==> config.mk <==
export PLATFORM = sky130hd
export DESIGN_NAME = qte_cordic_cell
export DESIGN_NICKNAME = d
export VERILOG_FILES = /design/src/hw/rtl/qte_pkg.sv /design/src/hw/rtl/qte_cordic_cell.sv
export SDC_FILE = /design/constraint.sdc
export NUM_CORES = 1
export LEC_CHECK = 0
export BUFFER_PORTS_ARGS = -buffer_cell sky130_fd_sc_hd__buf_2
export CORE_MARGIN = 2
export CORE_UTILIZATION = 58
export CTS_CLUSTER_DIAMETER = 80
export CTS_CLUSTER_SIZE = 40
export DETAILED_ROUTE_END_ITERATION = 10
export PLACE_DENSITY = 0.81
export SETUP_SLACK_MARGIN = 0.05
export SLEW_MARGIN = 20
export SYNTH_ARGS = -nofsm -noshare
export SYNTH_HDL_FRONTEND = slang
export SYNTH_SLANG_ARGS = --single-unit
==> constraint.sdc <==
create_clock -name clk -period 5.85 [get_ports clk]
set_clock_uncertainty 0.05 [all_clocks]
set_input_delay 1.17 -clock clk [delete_from_list [all_inputs] [get_ports clk]]
set_output_delay 1.17 -clock clk [all_outputs]
set_load 0.005 [all_outputs]
==> src/hw/rtl/qte_pkg.sv <==
// Shared widths, payload types and constant tables of the quaternion to Euler unit.
`timescale 1ns / 1ps
package qte_pkg;

  localparam int IN_W         = 16;
  localparam int YAW_W        = 16;
  localparam int PITCH_W      = 15;
  localparam int ROLL_W       = 16;
  localparam int PROD_W       = 32;
  localparam int TERM_W       = 34;
  localparam int SIN_W        = 30;
  localparam int ROOT_W       = 29;
  localparam int SQN_W        = 57;
  localparam int SQR_W        = 58;
  localparam int NRM_W        = 36;
  localparam int CRD_W        = 38;
  localparam int ANG_W        = 34;
  localparam int QOUT_W       = 17;

  localparam int SQRT_STEPS   = 29;
  localparam int NORM_STEPS   = 6;
  localparam int CORDIC_STEPS = 30;
  localparam int LANES        = 3;
  localparam int LATENCY      = 3 + SQRT_STEPS + NORM_STEPS + 1 + CORDIC_STEPS + 1;

  localparam int LANE_YAW     = 0;
  localparam int LANE_PITCH   = 1;
  localparam int LANE_ROLL    = 2;

  localparam logic signed [TERM_W-1:0] ONE_Q28     = TERM_W'(1) <<< 28;
  localparam logic [SQN_W-1:0]         ONE_Q56     = SQN_W'(1) << 56;
  localparam logic signed [ANG_W-1:0]  HALF_PI_Q30 = ANG_W'(1686629713);
  localparam logic signed [ANG_W-1:0]  ROUND_Q17   = ANG_W'(65536);
  localparam logic signed [QOUT_W-1:0] PI_Q13      = QOUT_W'(25736);
  localparam logic signed [QOUT_W-1:0] HALF_PI_Q13 = QOUT_W'(12868);

  localparam logic signed [ANG_W-1:0] ATAN_TAB [0:10] = '{
    34'sd843314857, 34'sd497837829, 34'sd263043837, 34'sd133525159,
    34'sd67021687,  34'sd33543516,  34'sd16775851,  34'sd8388437,
    34'sd4194283,   34'sd2097149,   34'sd1048576
  };

  typedef struct packed {
    logic signed [TERM_W-1:0] ya;
    logic signed [TERM_W-1:0] yb;
    logic signed [TERM_W-1:0] ra;
    logic signed [TERM_W-1:0] rb;
    logic signed [SIN_W-1:0]  s;
  } term_t;

  typedef struct packed {
    logic [SQN_W-1:0] n;
    logic [SQR_W-1:0] r;
  } sqrt_t;

  typedef struct packed {
    logic signed [NRM_W-1:0] a;
    logic signed [NRM_W-1:0] b;
  } vec_t;

  typedef struct packed {
    logic signed [CRD_W-1:0] x;
    logic signed [CRD_W-1:0] y;
    logic signed [ANG_W-1:0] z;
    logic                    zero;
  } cordic_t;

  // atan(2^-i) in Q30
  function automatic logic signed [ANG_W-1:0] atan_ang(input int i);
    logic signed [ANG_W-1:0] r;
    if (i <= 10) begin
      r = ATAN_TAB[i[3:0]];
    end else begin
      r = ANG_W'(1) <<< (30 - i);
    end
    return r;
  endfunction

  // normalize schedule: shift amount and magnitude limit of step k
  function automatic int norm_sh(input int k);
    int r;
    case (k)
      0:       r = 16;
      1:       r = 8;
      2:       r = 4;
      3:       r = 2;
      default: r = 1;
    endcase
    return r;
  endfunction

  function automatic int norm_lim(input int k);
    int r;
    case (k)
      0:       r = 16;
      1:       r = 24;
      2:       r = 28;
      3:       r = 30;
      4:       r = 31;
      default: r = 32;
    endcase
    return r;
  endfunction

  function automatic logic [NRM_W-1:0] mag_nrm(input logic signed [NRM_W-1:0] v);
    return v[NRM_W-1] ? NRM_W'(-v) : NRM_W'(v);
  endfunction

endpackage

==> src/hw/rtl/qte_cordic_cell.sv <==
// One vectoring CORDIC micro-rotation.
`timescale 1ns / 1ps
module qte_cordic_cell #(
  parameter int STEP = 0
) (
  input  logic             clk,
  input  logic             en,
  input  qte_pkg::cordic_t d_in,
  output qte_pkg::cordic_t d_out
);
  localparam logic signed [qte_pkg::ANG_W-1:0] ANG = qte_pkg::atan_ang(STEP);

  logic signed [qte_pkg::CRD_W-1:0] x, y, xs, ys;
  qte_pkg::cordic_t q_nxt, q_r;

  always_comb begin
    x  = d_in.x;
    y  = d_in.y;
    xs = x >>> STEP;
    ys = y >>> STEP;
    q_nxt = d_in;
    if (y > 0) begin
      q_nxt.x = x + ys;
      q_nxt.y = y - xs;
      q_nxt.z = d_in.z + ANG;
    end else begin
      q_nxt.x = x - ys;
      q_nxt.y = y + xs;
      q_nxt.z = d_in.z - ANG;
    end
  end

  always_ff @(posedge clk) begin
    if (en) begin
      q_r <= q_nxt;
    end
  end

  assign d_out = q_r;
endmodule

==> impl_results.md <==
* Reg area at approximately 0.0033 mm^2
* CTS Sinks at between 100 and 150
* Sequential-to-total area share from yosys stat at 0.287
* Pleak at a little under 6 nW
* Design Area, Final at around 0.013 mm^2
* Clock Pin Slew Worst Setup and Hold Paths at 80 ps
* Initial antenna violation count at 1
* Routed len/inst at around 19 um
* Final-report setup violation count at 0
* Syn Nets at approximately 1600
* # rows at 51
* Final Total Pwr at 2.92 mW
* Layout area overhead at 14.0%
* Startpoint types: primary input
* Crit Path Max Fanout at 12
* CP endpoint kind: flip-flop
* Initial Util at 0.591
* FMAX at approximately 200 MHz
* Post-CTS Hold Fix Bufs at 0
* Slew @ Worst Pin at 901 ps
* DRC at 0
* Layout net count at 1824
* Core Area at between 0.015 and 0.02 mm^2
* Crit share post-route at 0.856
* Slew Limit Fails at 0
* #FFs+latches synth at 110
* Initial DRC count at about 950
* Hold Fails Final Rpt at 0
* Synth area leaders: edfxtp_1 (29%), ha_1 (16%), a21oi_1 (7.8%), xnor2_1 (6.8%), inv_1 (4.2%)
* Number of max-cap violations at 0
* Ports at approximately 220
* Most frequent cells in the layout: buf_2 (222), a21oi_1 (180), ha_1 (143)
* Rel. slew slack at 0.399
* Clock Path Buffers at 2
* Clock root buffer: clkbuf_16
* Met2 Use GR at 0.539
* Met3 Use GR at 0.0421
* Power per cell area at about 220 mW/mm^2
* Remaining Overflow, GRT at 0
* GPL Wtd Cong at ~0.99
* Syn Inst Count at 1373
* Max FFs per register at 110
* # fillers at ~1600
* Die width at around 140 um
* Multi-input logic area at 0.00747 mm^2
* Port buffer count at 223
* Post-route ant nets at 0
* Via density at approximately 6.1
* Commonest non-fill, non-tap cell in the layout: buf_2
* TritonRoute pass-1 iters at 5
* Most used routing layer: met2
* Die Height at between 100 and 150 um
* Min-Delay Path Class: in2reg
* Max VDD drop at between 150 and 200 uV
* Synth area leader: edfxtp_1
* Post-Route WL at between 30 and 40 mm
* Total CTS buffers at 9
* TritonCTS clock tree: yes
* Worst path arrival time at approximately 5000 ps
* Top cell type's share of synthesized area at 0.287
* Synth unique cells at 70
* TNS Setup at 0 ps
* Vias at between 10000 and 15000
* YS warnings at 0
* RSZ-0062 raised after global routing: false
* Vias in the first global route at 10600
* Die area at roughly 0.021 mm^2
* Htree depth at 3
* First-pass GRT wire length at around 55 mm
* Setup CP Type: in2reg
* Post-Place Cells at approximately 1800
* Post-synth EDFFs at 110
* Total GRT Usage at 0.334
* Final critical-path required period at between 5000 and 6000 ps
* Post-synth top flop: edfxtp_1
* Status: finished clean
* Critical path required time at 5910 ps
* Met1 usage at 0.457
* Final worst setup slack at 842 ps
* Fraction of registers with async set/reset at 0
* Post-CTS sizing at 0
* DP Area at approximately 0.013 mm^2
* Final Hold Slack at slightly above 900 ps
* Setup WS pre-CTS at 507 ps
* Layout cell share with drive strength beyond 1 at 0.174
* Final core utilization at 0.674
* Largest net degree at the start of global routing at a little over 70
* HPWL Detailed at between 20 and 30 mm
* Post-Layout Cell Count at 1835
* Mapped Avg Cell Area at roughly 8.4 um^2
* Postcts setup bufs at 0
* Synthesized cell area at 0.0115 mm^2
cells in the mapped netlist, drive strengths merged (15+ instances only):
cell type / count
a21oi: 180
ha: 143
inv: 130
nor2: 121
edfxtp: 110
o21ai: 96
xnor2: 89
nand2: 69
a21o: 45
o21bai: 43
clkbuf: 29
buf: 25
nand3: 25
nand4: 21
nor3: 21
nand2b: 17
a31oi: 15
o211ai: 15
power breakdown:
part           total, mW  switching, mW  leakage, nW  internal, mW
logic               1.18          0.708         4.70         0.472
clock network      0.658          0.317        0.151         0.342
registers           1.08         0.0355         1.08          1.05
final cells by class:
| cell class | count | share of cell area |
|---|---|---|
| timing repair buffer | 234 | 0.0916 |
| tap | 265 | 0.0253 |
| antenna | 1 | 0.000191 |
| clock buffer | 10 | 0.0175 |
| inverter | 132 | 0.0378 |
| sequential | 110 | 0.252 |
| multi-input combinational | 1077 | 0.570 |
| clock inverter | 6 | 0.00601 |
logic make-up after synthesis:
| kind of cell | count (synthesis) | share of synthesized area |
|---|---|---|
| compound gates | 486 | 0.264 |
| simple gates | 327 | 0.133 |
| buf+inv | 186 | 0.0632 |
| fa+ha+maj | 147 | 0.162 |
| flops | 110 | 0.287 |
| xor+xnor | 103 | 0.0784 |
| mux | 14 | 0.0122 |
layer usage:
metal / wire [um] / share of wire
met4: 1190 / 0.034
met1: 15000 / 0.42
met2: 15800 / 0.45
met3: 3340 / 0.094
met5: 0 / 0
worst paths after layout:
check	from	end	slack, ps	cells past startpoint
worst min-delay path	d_in[0]	d_out[0]$_DFFE_PP_	930	1
worst max-delay path	d_in[60]	d_out[32]$_DFFE_PP_	840	18
critical path, cell delays in order:
cell and delay (ps):
buf_2 130, nor4_1 560, nand4_1 170, nor3_1 230
or2_2 160, inv_2 130, buf_4 210, ha_1 300
o21ai_0 140, o21ai_0 280, nand3_1 180, a21oi_1 200
o21ai_0 110, buf_4 160, o21ba_2 220, o21ai_0 360
a311oi_1 190, xnor2_1 160
No activity file was read; power rests on OpenSTA's default activity.
