**src/hw/rtl/qte_pkg.sv**
```systemverilog
// Shared widths, payload types and constant tables of the quaternion to Euler unit.
`timescale 1ns / 1ps
package qte_pkg;

  localparam int IN_W         = 16;
  localparam int YAW_W        = 16;
  localparam int PITCH_W      = 15;
  localparam int ROLL_W       = 16;
  localparam int PROD_W       = 32;
  localparam int TERM_W       = 34;
  localparam int SIN_W        = 30;
  localparam int ROOT_W       = 29;
  localparam int SQN_W        = 57;
  localparam int SQR_W        = 58;
  localparam int NRM_W        = 36;
  localparam int CRD_W        = 38;
  localparam int ANG_W        = 34;
  localparam int QOUT_W       = 17;

  localparam int SQRT_STEPS   = 29;
  localparam int NORM_STEPS   = 6;
  localparam int CORDIC_STEPS = 30;
  localparam int LANES        = 3;
  localparam int LATENCY      = 3 + SQRT_STEPS + NORM_STEPS + 1 + CORDIC_STEPS + 1;

  localparam int LANE_YAW     = 0;
  localparam int LANE_PITCH   = 1;
  localparam int LANE_ROLL    = 2;

  localparam logic signed [TERM_W-1:0] ONE_Q28     = TERM_W'(1) <<< 28;
  localparam logic [SQN_W-1:0]         ONE_Q56     = SQN_W'(1) << 56;
  localparam logic signed [ANG_W-1:0]  HALF_PI_Q30 = ANG_W'(1686629713);
  localparam logic signed [ANG_W-1:0]  ROUND_Q17   = ANG_W'(65536);
  localparam logic signed [QOUT_W-1:0] PI_Q13      = QOUT_W'(25736);
  localparam logic signed [QOUT_W-1:0] HALF_PI_Q13 = QOUT_W'(12868);

  localparam logic signed [ANG_W-1:0] ATAN_TAB [0:10] = '{
    34'sd843314857, 34'sd497837829, 34'sd263043837, 34'sd133525159,
    34'sd67021687,  34'sd33543516,  34'sd16775851,  34'sd8388437,
    34'sd4194283,   34'sd2097149,   34'sd1048576
  };

  typedef struct packed {
    logic signed [TERM_W-1:0] ya;
    logic signed [TERM_W-1:0] yb;
    logic signed [TERM_W-1:0] ra;
    logic signed [TERM_W-1:0] rb;
    logic signed [SIN_W-1:0]  s;
  } term_t;

  typedef struct packed {
    logic [SQN_W-1:0] n;
    logic [SQR_W-1:0] r;
  } sqrt_t;

  typedef struct packed {
    logic signed [NRM_W-1:0] a;
    logic signed [NRM_W-1:0] b;
  } vec_t;

  typedef struct packed {
    logic signed [CRD_W-1:0] x;
    logic signed [CRD_W-1:0] y;
    logic signed [ANG_W-1:0] z;
    logic                    zero;
  } cordic_t;

  // atan(2^-i) in Q30
  function automatic logic signed [ANG_W-1:0] atan_ang(input int i);
    logic signed [ANG_W-1:0] r;
    if (i <= 10) begin
      r = ATAN_TAB[i[3:0]];
    end else begin
      r = ANG_W'(1) <<< (30 - i);
    end
    return r;
  endfunction

  // normalize schedule: shift amount and magnitude limit of step k
  function automatic int norm_sh(input int k);
    int r;
    case (k)
      0:       r = 16;
      1:       r = 8;
      2:       r = 4;
      3:       r = 2;
      default: r = 1;
    endcase
    return r;
  endfunction

  function automatic int norm_lim(input int k);
    int r;
    case (k)
      0:       r = 16;
      1:       r = 24;
      2:       r = 28;
      3:       r = 30;
      4:       r = 31;
      default: r = 32;
    endcase
    return r;
  endfunction

  function automatic logic [NRM_W-1:0] mag_nrm(input logic signed [NRM_W-1:0] v);
    return v[NRM_W-1] ? NRM_W'(-v) : NRM_W'(v);
  endfunction

endpackage

```
**src/hw/rtl/qte_sqrt_cell.sv**
```systemverilog
// One digit step of the restoring integer square root.
`timescale 1ns / 1ps
module qte_sqrt_cell #(
  parameter int BIT_POS = 56
) (
  input  logic            clk,
  input  logic            en,
  input  qte_pkg::sqrt_t  d_in,
  output qte_pkg::sqrt_t  d_out
);
  localparam int RW = qte_pkg::SQR_W;
  localparam int NW = qte_pkg::SQN_W;
  localparam logic [RW-1:0] BIT_V = RW'(1) << BIT_POS;

  logic [RW-1:0]  trial;
  qte_pkg::sqrt_t q_nxt, q_r;

  always_comb begin
    trial = d_in.r + BIT_V;
    if ({1'b0, d_in.n} >= trial) begin
      q_nxt.n = d_in.n - trial[NW-1:0];
      q_nxt.r = (d_in.r >> 1) + BIT_V;
    end else begin
      q_nxt.n = d_in.n;
      q_nxt.r = d_in.r >> 1;
    end
  end

  always_ff @(posedge clk) begin
    if (en) begin
      q_r <= q_nxt;
    end
  end

  assign d_out = q_r;
endmodule

```
**config.mk**
```make
export PLATFORM = sky130hd
export DESIGN_NAME = qte_sqrt_cell
export DESIGN_NICKNAME = d
export VERILOG_FILES = /design/src/hw/rtl/qte_pkg.sv /design/src/hw/rtl/qte_sqrt_cell.sv
export SDC_FILE = /design/constraint.sdc
export NUM_CORES = 1
export LEC_CHECK = 0
export BUFFER_PORTS_ARGS = -buffer_cell sky130_fd_sc_hd__buf_2
export CAP_MARGIN = 20
export CORE_MARGIN = 10
export CORE_UTILIZATION = 52
export DETAILED_ROUTE_END_ITERATION = 7
export GPL_ROUTABILITY_DRIVEN = 1
export HOLD_SLACK_MARGIN = 0.06
export PLACE_DENSITY = 0.91
export SLEW_MARGIN = 20
export SYNTH_ARGS = -nofsm -noshare
export SYNTH_HDL_FRONTEND = slang
export SYNTH_SLANG_ARGS = --single-unit
export TNS_END_PERCENT = 100
```
**constraint.sdc**
```tcl
create_clock -name clk -period 3.9 [get_ports clk]
set_input_delay 0 -clock clk [delete_from_list [all_inputs] [get_ports clk]]
set_output_delay 0 -clock clk [all_outputs]
set_load 0.02 [all_outputs]
```
==> flow_summary.yaml <==
die:
  die_w_um: 140
  initial_utilization_pct: 53.5
  dieArea_um2: 19700
  row_count: 43
  io_pins: 232
  core_region_area_um2: 14000
  fp.dieH_um: 140
placement:
  place_ws_ns: 0.383
  dpl.cell_count: 1088
  portBuffers: 231
  gp_congestion: 0.925
  placed_cell_area_um2: 8830
  dpl.hpwl_um: 17200
worst_hold_path:
  worst_hold_path_type: "in2reg"
global_routing:
  grt_usage_pct: 25.9
  antenna_found_initial: 0
  use_met1_pct: 28.1
  overflow: 0
  grt_first_pass_wirelength_um: 40900
  top_usage_layer: "met2"
  grt_use_met2_pct: 44.3
  grt_max_degree: 50
  met3_usage_pct: 8.08
  grt_pass1_vias: 7515
setup_path:
  critPathRequiredTime_ns: 4.08
  cp-end-kind: "flip-flop"
  path_class: "in2reg"
  setup.worst_path.start: "d_in[8]"
  critPathArrivalTime_ns: 3.95
  max_stage_delay_ns: 0.56
  crit_end: "d_out[111]"
  cp_slowest_cell: "dlygate4sd3_1"
  path_cells: "dlygate4sd3_1, buf_2, inv_1, ha_1, and3_1, and3_2, o211ai_2, a2111o_1, a211o_1, o21a_1, o31ai_4, a21boi_1, nor3b_1, o41ai_1"
  worst-path-max-fanout: 4
  start_kind: "input port"
timing:
  finalCritPeriodShare_pct: 96.7
  maxSlewViolCount: 0
  timing.setup.tns_ns: 0
  slew_headroom_pct: 55.0
  hold_viol_final: 0
  fin_ws_ns: 0.127
  setup_violations: 0
  tightest_slew_ns: 0.675
  rsz0062_at_grt: "yes"
  fmax_mhz: 265
  min_period_ns: 3.77
routing:
  drtIter0Drc: 869
  drtAntennaViolNets: 0
  post-route-drc-count: 0
  wirelength_um: 26500
  first_pass_iters: 6
  via_per_inst: 5.84
  wl_per_cell_um: 21.5
  vias: 7210
power_and_ir_drop:
  leakagePower_nw: 4.84
  power.density_nw_per_um2: 424
  ir_drop_mv: 0.292
cells_and_area:
  area_delta_synth_final_pct: 41.8
  layout.nets: 1217
  final_cell_area_um2: 10700
  n_antenna_cell: 0
  fill_cells: 875
  final_core_util_pct: 75.8
  largest_reg_flops: 115
  multiInputGateArea_um2: 3720
  seqCellArea_um2: 3450
  fin_cells: 1234
  drive_gt1_share_pct: 31.6
yosys:
  syn_nets: 871
  yosysMostFrequentCell: "edfxtp_1"
  synth_edf_count: 115
  netlist_area_um2: 7510
  ys_ff_latch: 115
  yosys.area.top_type: "edfxtp_1"
  synth_common_cells: "edfxtp_1 (115), inv_1 (68), ha_1 (57)"
  synth_seq_area_share_pct: 46.0
  async_flop_share_pct: 0
  yosys_warnings: 0
  yosys-top-cells-area: "edfxtp_1 (46%), ha_1 (9.5%), mux2_2 (8.1%)"
  syn_area_per_cell_um2: 10.8
  syn_inst: 696
  ys.flop_type: "edfxtp_1"
  ys_types: 57
  yosysTopAreaCellShare_pct: 46.0
job:
  max_cap_viol_count: 0
clock_tree:
  cts_tree: "built"
  clk_pin_slew_ns: 0.05
  cts_sinks: 115
  htreeDepth: 4
  cts_buffer_depth: 2
  cts_buffers: 17
  cts-root-buf: "clkbuf_16"
  cts_setup_buffers: 0
outcome:
  status: "complete, no violations"
worst min-delay path by stage:
stage | cells after the start | slack [ns] | start | endpoint
after global placement | 1 | 0.19 | d_in[46] | d_out[45]
after floorplan | 0 | 0.1 | d_in[1] | d_out[0]
after global routing | 3 | 0.11 | d_in[0] | d_out[58]
after CTS | 3 | 0.1 | d_in[0] | d_out[58]
final | 3 | 0.12 | d_in[0] | d_out[58]
after detailed placement | 1 | 0.19 | d_in[36] | d_out[35]
worst max-delay path: cells and delay by family:
family	cells	cell delay, ns
adders and majority gates	1	0.36
AOI/OAI and AO/OA	7	2.22
and+or+nand+nor	3	0.64
buffers and inverters	3	0.73
placed cells by master, fill, tap and decap left out, types with 4 or more instances in the layout:
cell type and count:
o21ai_0 36, nand2b_1 5, nor2_1 26, ha_1 57, a21o_1 32, bufinv_16 5
buf_4 4, buf_2 230, a21oi_1 52, a31oi_1 8, dlygate4sd3_1 114, clkinv_2 4
and2_1 4, o21bai_1 7, edfxtp_1 115, nand3_1 9, nor3_1 7, nor2b_1 6
xor2_1 26, xnor2_1 29, nand4_1 14, and3_1 7, inv_1 68, a211oi_1 6
a21oi_2 4, mux2_2 54, nand2_1 51, clkbuf_16 18, o21a_1 6
through the flow:
stage          power, W  hold WS [ns]
2_1_floorplan   0.00230        0.0989
3_3_place_gp    0.00264         0.191
3_5_place_dp    0.00267         0.193
4_1_cts         0.00444        0.0969
5_1_grt         0.00467         0.105
6_report        0.00451         0.115
timing repair:
item / in CTS / in global routing
resized for setup: 0 / 8
endpoints found under the hold margin: 115 / 0
endpoints found under the setup margin: 0 / 44
hold buffers: 114 / 0
layer usage:
layer	vias up	share of wire, %
li1	3267	-
met1	3379	36
met2	461	50
met3	103	9.4
met4	0	5.1
met5	-	0
cells by family after synthesis:
family	Yosys count	synth area share, %
AOI/OAI and AO/OA	183	15.9
and+or+nand+nor	137	8.69
DFF	115	46.0
buffers and inverters	92	4.93
adders and majority gates	58	9.76
muxes	56	8.36
xor gates and xnor gates	55	6.41
power by group:
part | leakage [nW] | switching, W | total [W] | internal (W)
Clock | 0.300 | 0.000576 | 0.00170 | 0.00112
Combinational | 3.42 | 0.000735 | 0.00126 | 0.000523
Sequential | 1.13 | 0.0000384 | 0.00155 | 0.00151
Total | 4.84 | 0.00135 | 0.00451 | 0.00316
final cells by class:
| cell class | instances | area share (%) |
|---|---|---|
| multi-input cells | 489 | 34.9 |
| inverters | 68 | 2.40 |
| repair buffers | 351 | 22.3 |
| clock inverters | 11 | 1.74 |
| well taps | 180 | 2.11 |
| flip-flops and latches | 115 | 32.4 |
| clock buffers | 20 | 4.10 |
Note: power is estimated with default switching activity, not from simulation.
