**src/hw/rtl/qte_pkg.sv**
```systemverilog
// Shared widths, payload types and constant tables of the quaternion to Euler unit.
`timescale 1ns / 1ps
package qte_pkg;

  localparam int IN_W         = 16;
  localparam int YAW_W        = 16;
  localparam int PITCH_W      = 15;
  localparam int ROLL_W       = 16;
  localparam int PROD_W       = 32;
  localparam int TERM_W       = 34;
  localparam int SIN_W        = 30;
  localparam int ROOT_W       = 29;
  localparam int SQN_W        = 57;
  localparam int SQR_W        = 58;
  localparam int NRM_W        = 36;
  localparam int CRD_W        = 38;
  localparam int ANG_W        = 34;
  localparam int QOUT_W       = 17;

  localparam int SQRT_STEPS   = 29;
  localparam int NORM_STEPS   = 6;
  localparam int CORDIC_STEPS = 30;
  localparam int LANES        = 3;
  localparam int LATENCY      = 3 + SQRT_STEPS + NORM_STEPS + 1 + CORDIC_STEPS + 1;

  localparam int LANE_YAW     = 0;
  localparam int LANE_PITCH   = 1;
  localparam int LANE_ROLL    = 2;

  localparam logic signed [TERM_W-1:0] ONE_Q28     = TERM_W'(1) <<< 28;
  localparam logic [SQN_W-1:0]         ONE_Q56     = SQN_W'(1) << 56;
  localparam logic signed [ANG_W-1:0]  HALF_PI_Q30 = ANG_W'(1686629713);
  localparam logic signed [ANG_W-1:0]  ROUND_Q17   = ANG_W'(65536);
  localparam logic signed [QOUT_W-1:0] PI_Q13      = QOUT_W'(25736);
  localparam logic signed [QOUT_W-1:0] HALF_PI_Q13 = QOUT_W'(12868);

  localparam logic signed [ANG_W-1:0] ATAN_TAB [0:10] = '{
    34'sd843314857, 34'sd497837829, 34'sd263043837, 34'sd133525159,
    34'sd67021687,  34'sd33543516,  34'sd16775851,  34'sd8388437,
    34'sd4194283,   34'sd2097149,   34'sd1048576
  };

  typedef struct packed {
    logic signed [TERM_W-1:0] ya;
    logic signed [TERM_W-1:0] yb;
    logic signed [TERM_W-1:0] ra;
    logic signed [TERM_W-1:0] rb;
    logic signed [SIN_W-1:0]  s;
  } term_t;

  typedef struct packed {
    logic [SQN_W-1:0] n;
    logic [SQR_W-1:0] r;
  } sqrt_t;

  typedef struct packed {
    logic signed [NRM_W-1:0] a;
    logic signed [NRM_W-1:0] b;
  } vec_t;

  typedef struct packed {
    logic signed [CRD_W-1:0] x;
    logic signed [CRD_W-1:0] y;
    logic signed [ANG_W-1:0] z;
    logic                    zero;
  } cordic_t;

  // atan(2^-i) in Q30
  function automatic logic signed [ANG_W-1:0] atan_ang(input int i);
    logic signed [ANG_W-1:0] r;
    if (i <= 10) begin
      r = ATAN_TAB[i[3:0]];
    end else begin
      r = ANG_W'(1) <<< (30 - i);
    end
    return r;
  endfunction

  // normalize schedule: shift amount and magnitude limit of step k
  function automatic int norm_sh(input int k);
    int r;
    case (k)
      0:       r = 16;
      1:       r = 8;
      2:       r = 4;
      3:       r = 2;
      default: r = 1;
    endcase
    return r;
  endfunction

  function automatic int norm_lim(input int k);
    int r;
    case (k)
      0:       r = 16;
      1:       r = 24;
      2:       r = 28;
      3:       r = 30;
      4:       r = 31;
      default: r = 32;
    endcase
    return r;
  endfunction

  function automatic logic [NRM_W-1:0] mag_nrm(input logic signed [NRM_W-1:0] v);
    return v[NRM_W-1] ? NRM_W'(-v) : NRM_W'(v);
  endfunction

endpackage

```
**src/hw/rtl/qte_norm_cell.sv**
```systemverilog
// One step of the binary normalizing shift: both operands move left together.
`timescale 1ns / 1ps
module qte_norm_cell #(
  parameter int SH  = 16,
  parameter int LIM = 16
) (
  input  logic           clk,
  input  logic           en,
  input  qte_pkg::vec_t  d_in,
  output qte_pkg::vec_t  d_out
);
  localparam int W = qte_pkg::NRM_W;
  localparam logic [W-1:0] LIM_V = W'(1) << LIM;

  logic          fits;
  qte_pkg::vec_t q_nxt, q_r;

  always_comb begin
    fits = (qte_pkg::mag_nrm(d_in.a) < LIM_V) && (qte_pkg::mag_nrm(d_in.b) < LIM_V);
    q_nxt = d_in;
    if (fits) begin
      q_nxt.a = d_in.a <<< SH;
      q_nxt.b = d_in.b <<< SH;
    end
  end

  always_ff @(posedge clk) begin
    if (en) begin
      q_r <= q_nxt;
    end
  end

  assign d_out = q_r;
endmodule

```
**config.mk**
```make
export PLATFORM = sky130hd
export DESIGN_NAME = qte_norm_cell
export DESIGN_NICKNAME = d
export VERILOG_FILES = /design/src/hw/rtl/qte_pkg.sv /design/src/hw/rtl/qte_norm_cell.sv
export SDC_FILE = /design/constraint.sdc
export NUM_CORES = 1
export LEC_CHECK = 0
export BUFFER_PORTS_ARGS = -buffer_cell sky130_fd_sc_hd__buf_4
export CORE_ASPECT_RATIO = 1.25
export CORE_MARGIN = 10
export CORE_UTILIZATION = 40
export DETAILED_ROUTE_END_ITERATION = 8
export GPL_ROUTABILITY_DRIVEN = 1
export HOLD_SLACK_MARGIN = 0.12
export PLACE_DENSITY = 0.66
export SYNTH_ARGS = -nofsm -noshare
export SYNTH_HDL_FRONTEND = slang
export SYNTH_SLANG_ARGS = --single-unit
```
**constraint.sdc**
```tcl
create_clock -name clk -period 3.6 [get_ports clk]
set_clock_uncertainty 0.1 [all_clocks]
set_input_delay 0.18 -clock clk [delete_from_list [all_inputs] [get_ports clk]]
set_output_delay 0.18 -clock clk [all_outputs]
set_load 0.02 [all_outputs]
```
==> impl_metrics.tcl <==
set metrics [dict create \
    status "completed" \
    stdcell_area_um2 6310 \
    end_kind "register" \
    via_per_inst 5.52 \
    synth_top_area_share_pct 53.9 \
    drtIter0Drc 477 \
    tightest_slew_ps 902 \
    grt_max_degree 73 \
    yosysTopAreaCell "edfxtp_1" \
    grt_antenna_before_repair 0 \
    drt-total-wl_um 13900 \
    syn2layout_area_growth_pct 57.3 \
    start_kind "primary input" \
    ys_top_cells_by_area "edfxtp_1 54%, mux2_2 9.3%, nor2b_1 5.0%" \
    min-delay-path-class "in -> reg" \
    core_um2 9710 \
    numCtsBuffers 9 \
    relSlewSlack_pct 39.9 \
    wl_met3_um 1110 \
    p_total_mw 2.44 \
    post-dp-hpwl_um 9710 \
    syn-cell-area_um2 4010 \
    synth_async_sr_flop_share_pct 0 \
    setup_viol 0 \
    slew_violations 0 \
    avgSynthCellArea_um2 11.5 \
    first_global_vias 3822 \
    arrival_ps 3470 \
    finalHoldViolCount 0 \
    clkTransAtPathRegs_ps 60 \
    syn_nets 424 \
    cts_tree "yes" \
    drv_cap 0 \
    routed.top_layer "met4" \
    drtAntennaViolNets 0 \
    fin_crit_sh_pct 97.0 \
    synth_seq_cells 72 \
    initial_core_util_pct 41.3 \
    crit_type "in -> reg" \
    met2WireLength_um 6950 \
    synth_edf_count 72 \
    nNetsFinal 638 \
    dr.pass1.iters 5 \
    setup_tns_ps 0 \
    netlist_instances 350 \
    rsz0062_at_grt "false" \
    diodes 0 \
    clock_sinks 72 \
    fmax_mhz 286 \
    cts_buffer_depth 2 \
    worst_slack_ps 107 \
    groute.usage.overall_pct 18.2 \
    root_buffer "clkbuf_16" \
    port_buffers 145 \
    place_ws_ps -40.9 \
    worstPathMaxFanout 13 \
    fill_cells 765 \
    io-pin-count 146 \
    via_count 3834 \
    die_h_um 132 \
    die_w_um 110 \
    regArea_um2 2160 \
    post-route-drc-count 0 \
    irDropWorstVdd_mv 0.198 \
    multi_input_area_um2 1750 \
    cellPowerDensity_nw_per_um2 387 \
    grt_pass1_wl_um 20800 \
    holdWs_ps 132 \
    h-tree-depth 3 \
    largest_register_ffs 72 \
    period_minus_slack_ps 3490 \
    rows 40 \
    gp_congestion 0.966 \
    ys_seq_area_share_pct 53.9 \
    post_drt_wl_per_cell_um 20.0 \
    p_leak_nw 2.49 \
    ys.flop_type "edfxtp_1" \
    drive_above_1_share_pct 40.9 \
    dieArea_um2 14500 \
    worst_ep_required_time_ps 3580 \
    overflow 0 \
    synth_warnings 0 \
    yosys.cell_types.count 52 \
    wl_met1_um 5600 \
    placed_area_um2 5330 \
]
[metal layers]
| layer | track usage, % | vias up |
|---|---|---|
| met3 | 4.31 | 28 |
| met4 | 5.22 | 0 |
| met1 | 22.7 | 1832 |
| met2 | 30.2 | 188 |
| met5 | 0 | - |
| li1 | - | 1786 |
[cell type report]
type | instances | area share, %
tap | 126 | 2.50
clock buffer | 11 | 3.69
multi-input combinational | 245 | 27.7
clock inverter | 5 | 1.29
inverter | 7 | 0.416
sequential | 72 | 34.2
timing repair buffer | 229 | 30.1
[cells by family (layout without fill, tap and decap cells)]
logic type / count (synthesis) / count (layout) / synth area share [%]
buf+inv: 33 / 252 / 3.71
xor+xnor: 1 / 1 / 0.218
compound gates: 57 / 57 / 10.4
mux: 39 / 39 / 10.8
flops: 72 / 72 / 53.9
simple gates: 148 / 148 / 21.0
[critical path: stages]
cell and delay (ps):
dlygate4sd3_1 540, buf_4 160, or3_4 420, nor4b_4 300, buf_4 180, nand3_1 100, a211o_1 300, a22oi_1 140
nand4_1 190, nor4_4 260, buf_6 160, clkbuf_16 180, mux2_2 350
[power by group]
group / total (mW) / internal, mW / switching [mW]
logic: 0.479 / 0.230 / 0.249
registers: 1.02 / 0.998 / 0.0196
clock network: 0.946 / 0.607 / 0.340
total: 2.44 / 1.83 / 0.608
[path summary, 6_finish.rpt]
| kind | cells after the start | to | startpoint | slack (ps) |
|---|---|---|---|---|
| worst min-delay path | 2 | d_out[28] | d_in[28] | 130 |
| worst max-delay path | 13 | d_out[54] | d_in[19] | 110 |
[cells in the final DEF, fill, tap and decap left out, drive strengths merged, types with 2 or more instances in the layout]
cell type / n
buf: 171
edfxtp: 72
dlygate4sd3: 57
mux2: 33
nor2b: 32
nor2: 23
nor3: 18
nand2: 15
nor4: 15
clkbuf: 12
o21ai: 9
nand4: 8
inv: 7
or3: 7
mux2i: 6
o22ai: 6
a31oi: 6
a21oi: 6
nand3: 5
nand2b: 4
or4: 4
and2: 4
o41ai: 4
a211oi: 3
o211ai: 3
nor4b: 3
and3: 2
nand4b: 2
a41oi: 2
o31ai: 2
nor3b: 2
a21o: 2
o2111ai: 2
a22oi: 2
bufinv: 2
clkinv: 2
[repair_timing]
item	in CTS	in global routing
hold endpoints to repair	72	0
resized for setup	0	17
buffers inserted	0	1
hold buffers	57	0
setup endpoints to repair	0	48
[Yosys cell counts (3+ instances only)]
| master | n |
|---|---|
| a211oi_1 | 3 |
| a21oi_1 | 6 |
| a31oi_1 | 6 |
| and2_1 | 4 |
| buf_6 | 3 |
| clkbuf_1 | 21 |
| edfxtp_1 | 72 |
| inv_1 | 7 |
| mux2_2 | 33 |
| mux2i_1 | 6 |
| nand2_1 | 15 |
| nand2b_1 | 4 |
| nand3_1 | 5 |
| nand4_1 | 8 |
| nor2_1 | 23 |
| nor2b_1 | 32 |
| nor3_1 | 18 |
| nor4_1 | 14 |
| nor4b_1 | 3 |
| o211ai_1 | 3 |
| o21ai_0 | 9 |
| o22ai_1 | 6 |
| o41ai_1 | 3 |
| or3_1 | 7 |
| or4_1 | 4 |
[through the flow]
stage / cells / utilization [%]
2_1_floorplan: 350 / -
3_3_place_gp: 619 / 54.9
3_5_place_dp: 619 / 54.9
4_1_cts: 692 / 64.0
5_1_grt: 695 / 65.0
6_report: 695 / 65.0
No activity file was read; power rests on OpenSTA's default activity.
